**config.mk**
```make
export PLATFORM = sky130hd
export DESIGN_NAME = dlus_ram
export DESIGN_NICKNAME = d
export VERILOG_FILES = /design/src/rtl/core/dlus_ram.sv
export SDC_FILE = /design/constraint.sdc
export NUM_CORES = 2
export LEC_CHECK = 0
export BUFFER_PORTS_ARGS = -buffer_cell sky130_fd_sc_hd__buf_2
export CORE_MARGIN = 2
export CORE_UTILIZATION = 50
export DETAILED_ROUTE_END_ITERATION = 16
export GPL_ROUTABILITY_DRIVEN = 1
export PLACE_DENSITY = 0.69
export SLEW_MARGIN = 10
export SYNTH_ARGS = -nofsm -noshare
export SYNTH_HDL_FRONTEND = slang
export SYNTH_SLANG_ARGS = --single-unit
```
**constraint.sdc**
```tcl
create_clock -name clk -period 5.6 [get_ports clk]
set_input_delay 0.28 -clock clk [delete_from_list [all_inputs] [get_ports clk]]
set_output_delay 0.28 -clock clk [all_outputs]
set_load 0.05 [all_outputs]
```
**src/rtl/core/dlus_ram.sv**
```systemverilog
`default_nettype none
// ----------------------------------------------------------------------------
// dlus_ram: generic single-port-write, single-port-read RAM
// Write at one address, registered read at another.
// ----------------------------------------------------------------------------
module dlus_ram #(
  parameter int unsigned WIDTH = 32,
  parameter int unsigned DEPTH = 64
) (
  input  wire logic                     clk,
  input  wire logic                     we,
  input  wire logic [$clog2(DEPTH)-1:0] waddr,
  input  wire logic [WIDTH-1:0]         wdata,
  input  wire logic [$clog2(DEPTH)-1:0] raddr,
  output logic      [WIDTH-1:0]         rdata
);
  logic [WIDTH-1:0] mem [DEPTH];

  always_ff @(posedge clk) begin
    if (we) begin
      mem[waddr] <= wdata;
    end
    rdata <= mem[raddr];
  end
endmodule : dlus_ram
`default_nettype wire

```
==> metrics.md <==
| Metric | Value |
|---|---|
| Most frequent cells in the layout | edfxtp_1, mux4_2, clkbuf_16 |
| Non-Filler Instances | 5,767 |
| Grt ovf | 0 |
| IO Pins | 78 |
| Layout fillers | 11.08k |
| Max Root-Sink Buffers | 3 |
| Post-route clock skew | 0.03767 ns |
| Via density | 6.457 |
| PwrDens | 363.4 nW/um^2 |
| Rel. slew slack | 16.15% |
| TritonCTS clock tree | built |
| Clock Latency Late Sink | 0.84 ns |
| DIE AREA | 160,200 um^2 |
| CP startpoint | raddr[0] |
| Max_cap viols | 0 |
| Simple-gate share of the synthesized area | 1.265% |
| Drt drc | 0 |
| Post-CTS Setup Inserts | 0 |
| Post-synthesis compound-gate area fraction | 1.673% |
| Worst-Margin Slew | 1.258 ns |
| Status | finished clean |
| Post-DP HPWL | 107.5 mm |
| Main combinational cell family by area after synthesis | multiplexers |
| Critical Path Start Type | input port |
| Hold_ws | 0.08478 ns |
| Sequential power share | 53.8% |
| Via count | 37.24k |
| Root Buffer | clkbuf_16 |
| Combinational Power Share | 5.1% |
| Post-Synth Adder-Cell Area | 0% |
| H-tree level count | 4 |
| Warnings, synthesis | 0 |
| CP arrival | 3.57 ns |
| Port bufs | 77 |
| CTS clock-pin slew for the worst setup and hold paths | 0.06 ns |
| XOR/XNOR Fraction of Synth Area | 0% |
| CP endpoint kind | flip-flop |
| Final Total Pwr | 0.03219 W |
| Initial Util | 50.32% |
| Seq/Total Area, Yosys | 79.14% |
| GRT Overall Usage | 25.23% |
| Final period util | 51.72% |
| CTS Buf Count | 200 |
| Maximum VDD drop | 0.3798 mV |
| Final setup viols | 0 |
| Initial antenna violation count | 23 |
| Most common cell after layout, fill and taps aside | edfxtp_1 |
| HP Start | waddr[2] |
| R2r worst-path depth | 5 |
| Mean Syn Cell Area | 23.62 um^2 |
| First-pass GRT wire length | 282.4 mm |
| Nets | 3,581 |
| Design area | 88,570 um^2 |
| Distinct cells, synth | 34 |
| Worst hold path stage count | 2 |
| Routed WL per cell | 34.93 um |
| Final GP Congestion | 0.7902 |
| Synthesized instance count | 3,324 |
| DIE WIDTH | 400.3 um |
| Slew Limit Fails | 0 |
| Fmax | 0.3452 GHz |
| Vias in the first global route | 37.07k |
| Largest net degree at the start of global routing | 87 |
| Chip height | 400.3 um |
| Placed Cells | 5,384 |
| Leak Pwr | 27.46 nW |
| Synthesized cell area | 78,520 um^2 |
| Routed Antenna Nets | 0 |
| Routed wire length | 201.4 mm |
| DR pass1 iterations | 5 |
| Sum Neg Setup Slack | 0 ns |
| Worst Path Class, Setup | in -> reg |
| Internal | 0.02535 W |
| Mux share of post-synthesis cell area | 16.79% |
| DP Area | 82,020 um^2 |
| Ratio of cells with drive above 1 in the final layout | 29.23% |
| DR iter-0 viols | 5,681 |
| Worst r2r src | mem[15][28]$_DFFE_PP_ |
| Switching fraction of total power | 21.25% |
| Min Tclk post-route | 2.897 ns |
| Area grow syn2layout | 12.81% |
| Hold Crit Class | in -> reg |
| Syn Nets | 3,370 |
| NetSw | 0.006842 W |
| Clock sink count | 2,080 |
| Worst-path fanout max | 57 |
| Unrepaired setup endpoints after global routing | no |
| Core box area | 156,000 um^2 |
| Final hold violation count | 0 |
| FF+latch count, synth | 2,080 |
| Rows | 145 |
| Clock share of power | 41.1% |
| Crit path required time | 6.27 ns |
## flip-flops by register name, summed over array words and instances (netlist names)
| signal | count |
|---|---|
| rdata | 32 |
| mem | 2048 |
## critical path, cell delays in order
cell	delay, ns
buf_8	0.43
buf_12	0.40
buf_4	0.67
mux4_2	0.62
o22ai_1	0.17
nor2_1	0.07
a21oi_1	0.56
nor2_1	0.08
## worst paths after layout
check	slack, ns	end
worst max-delay path	2.70	rdata[0]$_DFF_P_
worst min-delay path	0.08	mem[49][4]$_DFFE_PP_
worst max register to register	3.10	rdata[28]$_DFF_P_
worst min register to register	0.73	rdata[4]$_DFF_P_
## routing by layer
metal,share of wire [%],up-vias,GRT usage (%),wire [um]
met5,0.058,-,0,117
met4,3.2,14,8.619,6525
met3,11,362,6.180,21710
met2,48,2202,39.36,96070
met1,38,19964,35.22,77010
li1,-,14698,-,-
## layout make-up
cell class,instances,area [um^2],area share (%)
Clock inverter,102,1008,1.139
Tap cell,2058,2575,2.907
Multi-Input combinational cell,1062,15980,18.04
Timing Repair Buffer,191,1438,1.623
Sequential cell,2080,62140,70.16
Clock buffer,267,5420,6.119
Antenna cell,7,17.52,0.01978
## kinds of logic (layout without fill, tap and decap cells)
| group | Yosys count | after routing |
|---|---|---|
| compound gates | 202 | 202 |
| buf+inv | 182 | 560 |
| flops | 2080 | 2080 |
| mux | 637 | 637 |
| other cells | 0 | 7 |
| simple gates | 223 | 223 |
## power by group through the flow
stage / logic, W / clock network (W) / registers, W
after floorplan: 0.000838 / 0 / 0.0177
after global placement: 0.00160 / 0 / 0.0176
after CTS: 0.00163 / 0.0134 / 0.0173
after detailed placement: 0.00163 / 0 / 0.0176
final: 0.00163 / 0.0132 / 0.0173
after global routing: 0.00172 / 0.0140 / 0.0173
## stage by stage
step,setup WS (ns),utilization [%]
3_3_place_gp,1.844,52.57
2_1_floorplan,2.160,-
4_1_cts,2.709,56.70
5_1_grt,2.554,56.76
6_report,2.703,56.77
3_5_place_dp,1.857,52.57
## cell usage after synthesis, drive strengths merged
| cell | n | area share (%) |
|---|---|---|
| o221ai | 27 | 0.30 |
| o22ai | 84 | 0.67 |
| or2 | 3 | 0.024 |
| nor2 | 137 | 0.65 |
| a41o | 4 | 0.051 |
| nand3 | 5 | 0.032 |
| nor2b | 15 | 0.12 |
| or3b | 5 | 0.056 |
| a22oi | 12 | 0.11 |
| o32ai | 4 | 0.045 |
| edfxtp | 2048 | 78 |
| clkbuf | 74 | 0.35 |
| nand2b | 8 | 0.064 |
| mux2i | 93 | 1.2 |
| mux4 | 544 | 16 |
| and3 | 4 | 0.032 |
| buf | 108 | 0.77 |
| nand4 | 2 | 0.016 |
| nor3 | 7 | 0.045 |
| or3 | 3 | 0.024 |
| nand3b | 5 | 0.048 |
| a311oi | 8 | 0.089 |
| a31oi | 1 | 0.0080 |
| nand4b | 1 | 0.011 |
| and2 | 2 | 0.016 |
| dfxtp | 32 | 0.82 |
| a21oi | 62 | 0.40 |
| nand2 | 26 | 0.12 |
## timing repair
| action | CTS | global route |
|---|---|---|
| endpoints found under the hold margin | 1 | 46 |
| hold buffers | 1 | 3 |
| gates resized for setup | 0 | 0 |
(Power assumes the default switching activity.)
