File: src/rtl/core/dlus_div.sv
`default_nettype none
// ----------------------------------------------------------------------------
// dlus_div: iterative signed fixed-point divider
// Computes a * 2^FRAC_BITS / b truncated toward zero, one quotient bit a cycle.
// ----------------------------------------------------------------------------
module dlus_div #(
  parameter int unsigned FRAC_BITS = 16
) (
  input  wire logic        clk,
  input  wire logic        rst_n,
  input  wire logic        start,
  input  wire logic [31:0] num,
  input  wire logic [31:0] den,
  output logic             done,
  output logic [63:0]      quot
);
  localparam int unsigned QW = 32 + FRAC_BITS;
  localparam int unsigned CW = $clog2(QW + 1);

  logic [QW-1:0] dvd_r, dvd_nxt;
  logic [32:0]   rem_r, rem_nxt;
  logic [31:0]   dvs_r;
  logic          neg_r;
  logic [CW-1:0] cnt_r, cnt_nxt;
  logic          busy_r;
  logic [33:0]   trial;
  logic [31:0]   anum, aden;

  assign anum = num[31] ? (~num + 32'd1) : num;
  assign aden = den[31] ? (~den + 32'd1) : den;
  assign trial = {rem_r, dvd_r[QW-1]} - {2'b00, dvs_r};

  always_comb begin
    rem_nxt = {rem_r[31:0], dvd_r[QW-1]};
    dvd_nxt = {dvd_r[QW-2:0], 1'b0};
    if (!trial[33]) begin
      rem_nxt = trial[32:0];
      dvd_nxt[0] = 1'b1;
    end
    cnt_nxt = cnt_r - CW'(1);
  end

  always_ff @(posedge clk) begin
    if (!rst_n) begin
      busy_r <= 1'b0;
      done   <= 1'b0;
      cnt_r  <= '0;
    end else begin
      done <= 1'b0;
      if (start) begin
        busy_r <= 1'b1;
        cnt_r  <= CW'(QW);
        dvd_r  <= {anum, {FRAC_BITS{1'b0}}};
        rem_r  <= '0;
        dvs_r  <= aden;
        neg_r  <= num[31] ^ den[31];
      end else if (busy_r) begin
        dvd_r <= dvd_nxt;
        rem_r <= rem_nxt;
        cnt_r <= cnt_nxt;
        if (cnt_r == CW'(1)) begin
          busy_r <= 1'b0;
          done   <= 1'b1;
        end
      end
    end
  end

  assign quot = neg_r ? (64'd0 - 64'(dvd_r)) : 64'(dvd_r);
endmodule : dlus_div
`default_nettype wire

File: config.mk
export PLATFORM = sky130hd
export DESIGN_NAME = dlus_div
export DESIGN_NICKNAME = d
export VERILOG_FILES = /design/src/rtl/core/dlus_div.sv
export SDC_FILE = /design/constraint.sdc
export NUM_CORES = 1
export LEC_CHECK = 0
export BUFFER_PORTS_ARGS = -buffer_cell sky130_fd_sc_hd__clkbuf_2
export CAP_MARGIN = 5
export CORE_MARGIN = 4
export CORE_UTILIZATION = 50
export DETAILED_ROUTE_END_ITERATION = 10
export PLACE_DENSITY = 0.7
export SETUP_SLACK_MARGIN = 0.05
export SLEW_MARGIN = 20
export SYNTH_ARGS = -nofsm -noshare
export SYNTH_HDL_FRONTEND = slang
export SYNTH_SLANG_ARGS = --single-unit
File: constraint.sdc
create_clock -name clk -period 5.9 [get_ports clk]
set_clock_uncertainty 0.1 [all_clocks]
set_input_delay 1.18 -clock clk [delete_from_list [all_inputs] [get_ports clk]]
set_output_delay 1.18 -clock clk [all_outputs]
set_load 0.05 [all_outputs]
==> results.md <==
* Outcome: complete, no violations
* HP Start: cnt_r[1]
* Crit-path max FO at 16
* Antenna diodes at 0
* Setup repair bufs after CTS at 0
* Max Cap Violations at 0
* R2R setup slack at ~2.1 ns
* TritonCTS Buffers at 17
* Core box area at 0.0175 mm^2
* Slew Limit Fails at 0
* Io pins at between 100 and 150
* Final global-route overflow total at 0
* Lkg Pwr at 4.18 nW
* Num Clock Sinks at between 100 and 150
* Mapped Cells at between 900 and 1,000
* Fmax at between 150 and 200 MHz
* DIE HEIGHT at around 140 um
* VDD IR max at 0.211 mV
* Chip width at between 100 and 150 um
* Synth Flop Type: edfxtp_1
* Syn_nets at roughly 1,100
* Fin cells at 1,289
* Area growth from synthesis to layout at 14.2%
* Min-delay worst type: register to register
* Final setup viols at 0
* Critical register-to-register path startpoint: dvd_r[47]
* Inst Count DP at about 1,300
* Skew-Pair Late Insertion Delay at approximately 0.42 ns
* Placer congestion estimate at approximately 0.89
* Worst-path clk slew at roughly 0.05 ns
* Initial Util at a little over 50%
* Pre-Repair DR Iteration Count at 6
* Crit Path Category: register to primary output
* Final period utilization at between 90% and 100%
* Worst setup startpoint: dvd_r[0]
* Routed vias at ~7,100
* Crit path required time at between 4 and 5 ns
* Setup TNS at 0 ns
* Tot GR Track Use at 19.3%
* HPWL Detailed at approximately 15 mm
* Post-synth EDFFs at roughly 110
* Yosys cell types at slightly below 70
* First-pass GRT wire length at about 32 mm
* CP arrival at around 4.3 ns
* Synth warnings at 0
* Initial antenna violation count at 0
* FP Rows at between 40 and 50
* H-tree Lvls at 4
* Placed cell areas at just under 0.01 mm^2
* Post-route ant nets at 0
* Vias per cell at around 5.5
* Wirelength per Cell at roughly 15 um
* Post-synthesis sequential element count at around 120
* Largest net degree at the start of global routing at 64
* Worst slew pin tran at just under 0.9 ns
* Relative slew margins at 41.5%
* CTS tree: built
* Fin util at between 50% and 60%
* CTS max path bufs at 2
* Drt drc at 0
* Post-synthesis cell area at around 0.0090 mm^2
* Layout cells sized above 1 at around 18%
* CP startpoint kind: register
* DR iter-0 viols at 404
* Fin nets at 1,156
* Hold Buf Count CTS at 0
* Crit. End Element: primary output
* Pwr dens at approximately 300 mW/mm^2
* Number of buffers added on ports at 131
* Total power draw at about 3.1 mW
* Post-Route WL at just under 20 mm
* Root buf cell: clkbuf_16
* Design area at 0.0103 mm^2
* Sequential area share after synthesis at between 30 and 40%
* Syn_area_per_cell at about 9.5 um^2
* Die area at around 0.02 mm^2
* RSZ-0062 raised after global routing: no
* Final hold viol count at 0
* Asr flop ratio synth at 0%
* Vias in the first global route at 6,636
* Fin crit period at around 5.5 ns
==> state kept, by name (all words and copies together), names as in the netlist <==
signal / cells
rem_r: 33
dvs_r: 32
dvd_r: 48
neg_r: 1
busy_r: 1
done: 1
cnt_r: 6
==> layout by cell type (no fill, tap or decap), types with 5 or more instances in the layout <==
| cell type | count |
|---|---|
| clkbuf_2 | 121 |
| edfxtp_1 | 114 |
| nor2_1 | 96 |
| xnor2_1 | 93 |
| nand2_1 | 65 |
| a21oi_1 | 62 |
| inv_1 | 50 |
| o21ai_0 | 46 |
| xor2_1 | 45 |
| ha_1 | 37 |
| o31ai_1 | 30 |
| mux2i_1 | 27 |
| nor2b_1 | 22 |
| a21o_1 | 19 |
| or4_1 | 17 |
| clkbuf_16 | 17 |
| nand3_1 | 16 |
| or3_1 | 13 |
| o41ai_1 | 12 |
| nand2b_1 | 12 |
| nor3_1 | 11 |
| buf_2 | 9 |
| o21a_1 | 8 |
| dfxtp_1 | 8 |
| nand4_1 | 7 |
| or2_2 | 7 |
| buf_4 | 7 |
| a31oi_1 | 6 |
| clkinv_1 | 6 |
| mux2_2 | 5 |
| a211oi_1 | 5 |
==> where the power goes <==
group,switching (mW),internal [mW]
clock network,0.362,0.654
registers,0.0561,1.05
logic,0.632,0.357
==> critical path, cell delays in order (launching register included) <==
cell and delay (ns):
edfxtp_1 0.44, inv_1 0.10, ha_1 0.19, nor3b_2 0.21
nand4_1 0.21, or4_1 0.55, or2_2 0.33, or3_1 0.34
or4_1 0.47, or2_1 0.29, o31a_1 0.41, clkbuf_2 0.30
==> metrics by stage <==
step / setup slack, ns / hold slack, ns
final: 0.363 / 0.414
after global routing: 0.0997 / 0.443
after detailed placement: 0.687 / 0.400
after floorplan: 0.937 / 0.369
after CTS: 0.239 / 0.408
after global placement: 0.817 / 0.388
==> cells by family (layout without fill, tap and decap cells) <==
logic type               Yosys count  in the layout  synth area share (%)
AND/OR/NAND/NOR                  295            295                  16.8
AO/OA/AOI/OAI                    220            220                  16.1
XOR/XNOR                         138            138                  13.4
flip-flops                       122            122                  39.6
buffers and inverters            106            219                  5.16
adder cells (fa/ha/maj)           38             38                  5.34
multiplexers                      32             32                  3.61
==> what timing repair did <==
action                                  4_1_cts  5_1_grt
endpoints found under the hold margin         0        0
endpoints found under the setup margin        0       17
gates resized for setup                       0       10
==> layout make-up <==
class	count	area [um^2]
Clock buffer	21	440
Clock inverter	11	128
Fill cell	1564	7150
Inverter	50	188
Multi-Input combinational cell	723	5000
Sequential cell	122	3580
Tap cell	225	282
Timing Repair Buffer	137	703
==> synthesized netlist by cell type (5+ instances only) <==
| master | number | share of area [%] |
|---|---|---|
| o31ai_1 | 30 | 2.5 |
| a21o_1 | 19 | 1.6 |
| o21ai_0 | 46 | 2.5 |
| a31oi_1 | 6 | 0.42 |
| nand2b_1 | 12 | 0.83 |
| or2_2 | 7 | 0.48 |
| mux2i_1 | 27 | 3.0 |
| o41ai_1 | 12 | 1.2 |
| nand3_1 | 16 | 0.89 |
| or4_1 | 17 | 1.4 |
| nand2_1 | 65 | 2.7 |
| nor2_1 | 96 | 4.0 |
| o21a_1 | 9 | 0.75 |
| a211oi_1 | 5 | 0.42 |
| dfxtp_1 | 8 | 1.8 |
| nor2b_1 | 22 | 1.5 |
| xor2_1 | 45 | 4.4 |
| clkbuf_1 | 35 | 1.5 |
| nor3_1 | 11 | 0.61 |
| xnor2_1 | 93 | 9.0 |
| edfxtp_1 | 114 | 38 |
| or3_1 | 13 | 0.90 |
| buf_4 | 16 | 1.3 |
| ha_1 | 37 | 5.1 |
| mux2_2 | 5 | 0.62 |
| inv_1 | 50 | 2.1 |
| a21oi_1 | 62 | 3.4 |
| nand4_1 | 7 | 0.48 |
==> routing by layer <==
layer	share of wire (%)	wire (um)	vias up	track usage (%)
met2	44	8630	202	29.8
met3	6.3	1240	20	3.43
met4	1.4	275	0	6.85
met1	48	9470	3275	27.4
li1	-	-	3620	-
met5	0	0	-	0
==> final timing paths <==
| kind | endpoint | cells after the start |
|---|---|---|
| max | quot[63] | 11 |
| min | cnt_r[1] | 2 |
| max reg2reg | rem_r[32] | 12 |
| min reg2reg | cnt_r[1] | 2 |
Power figures use the tool's default switching activity.
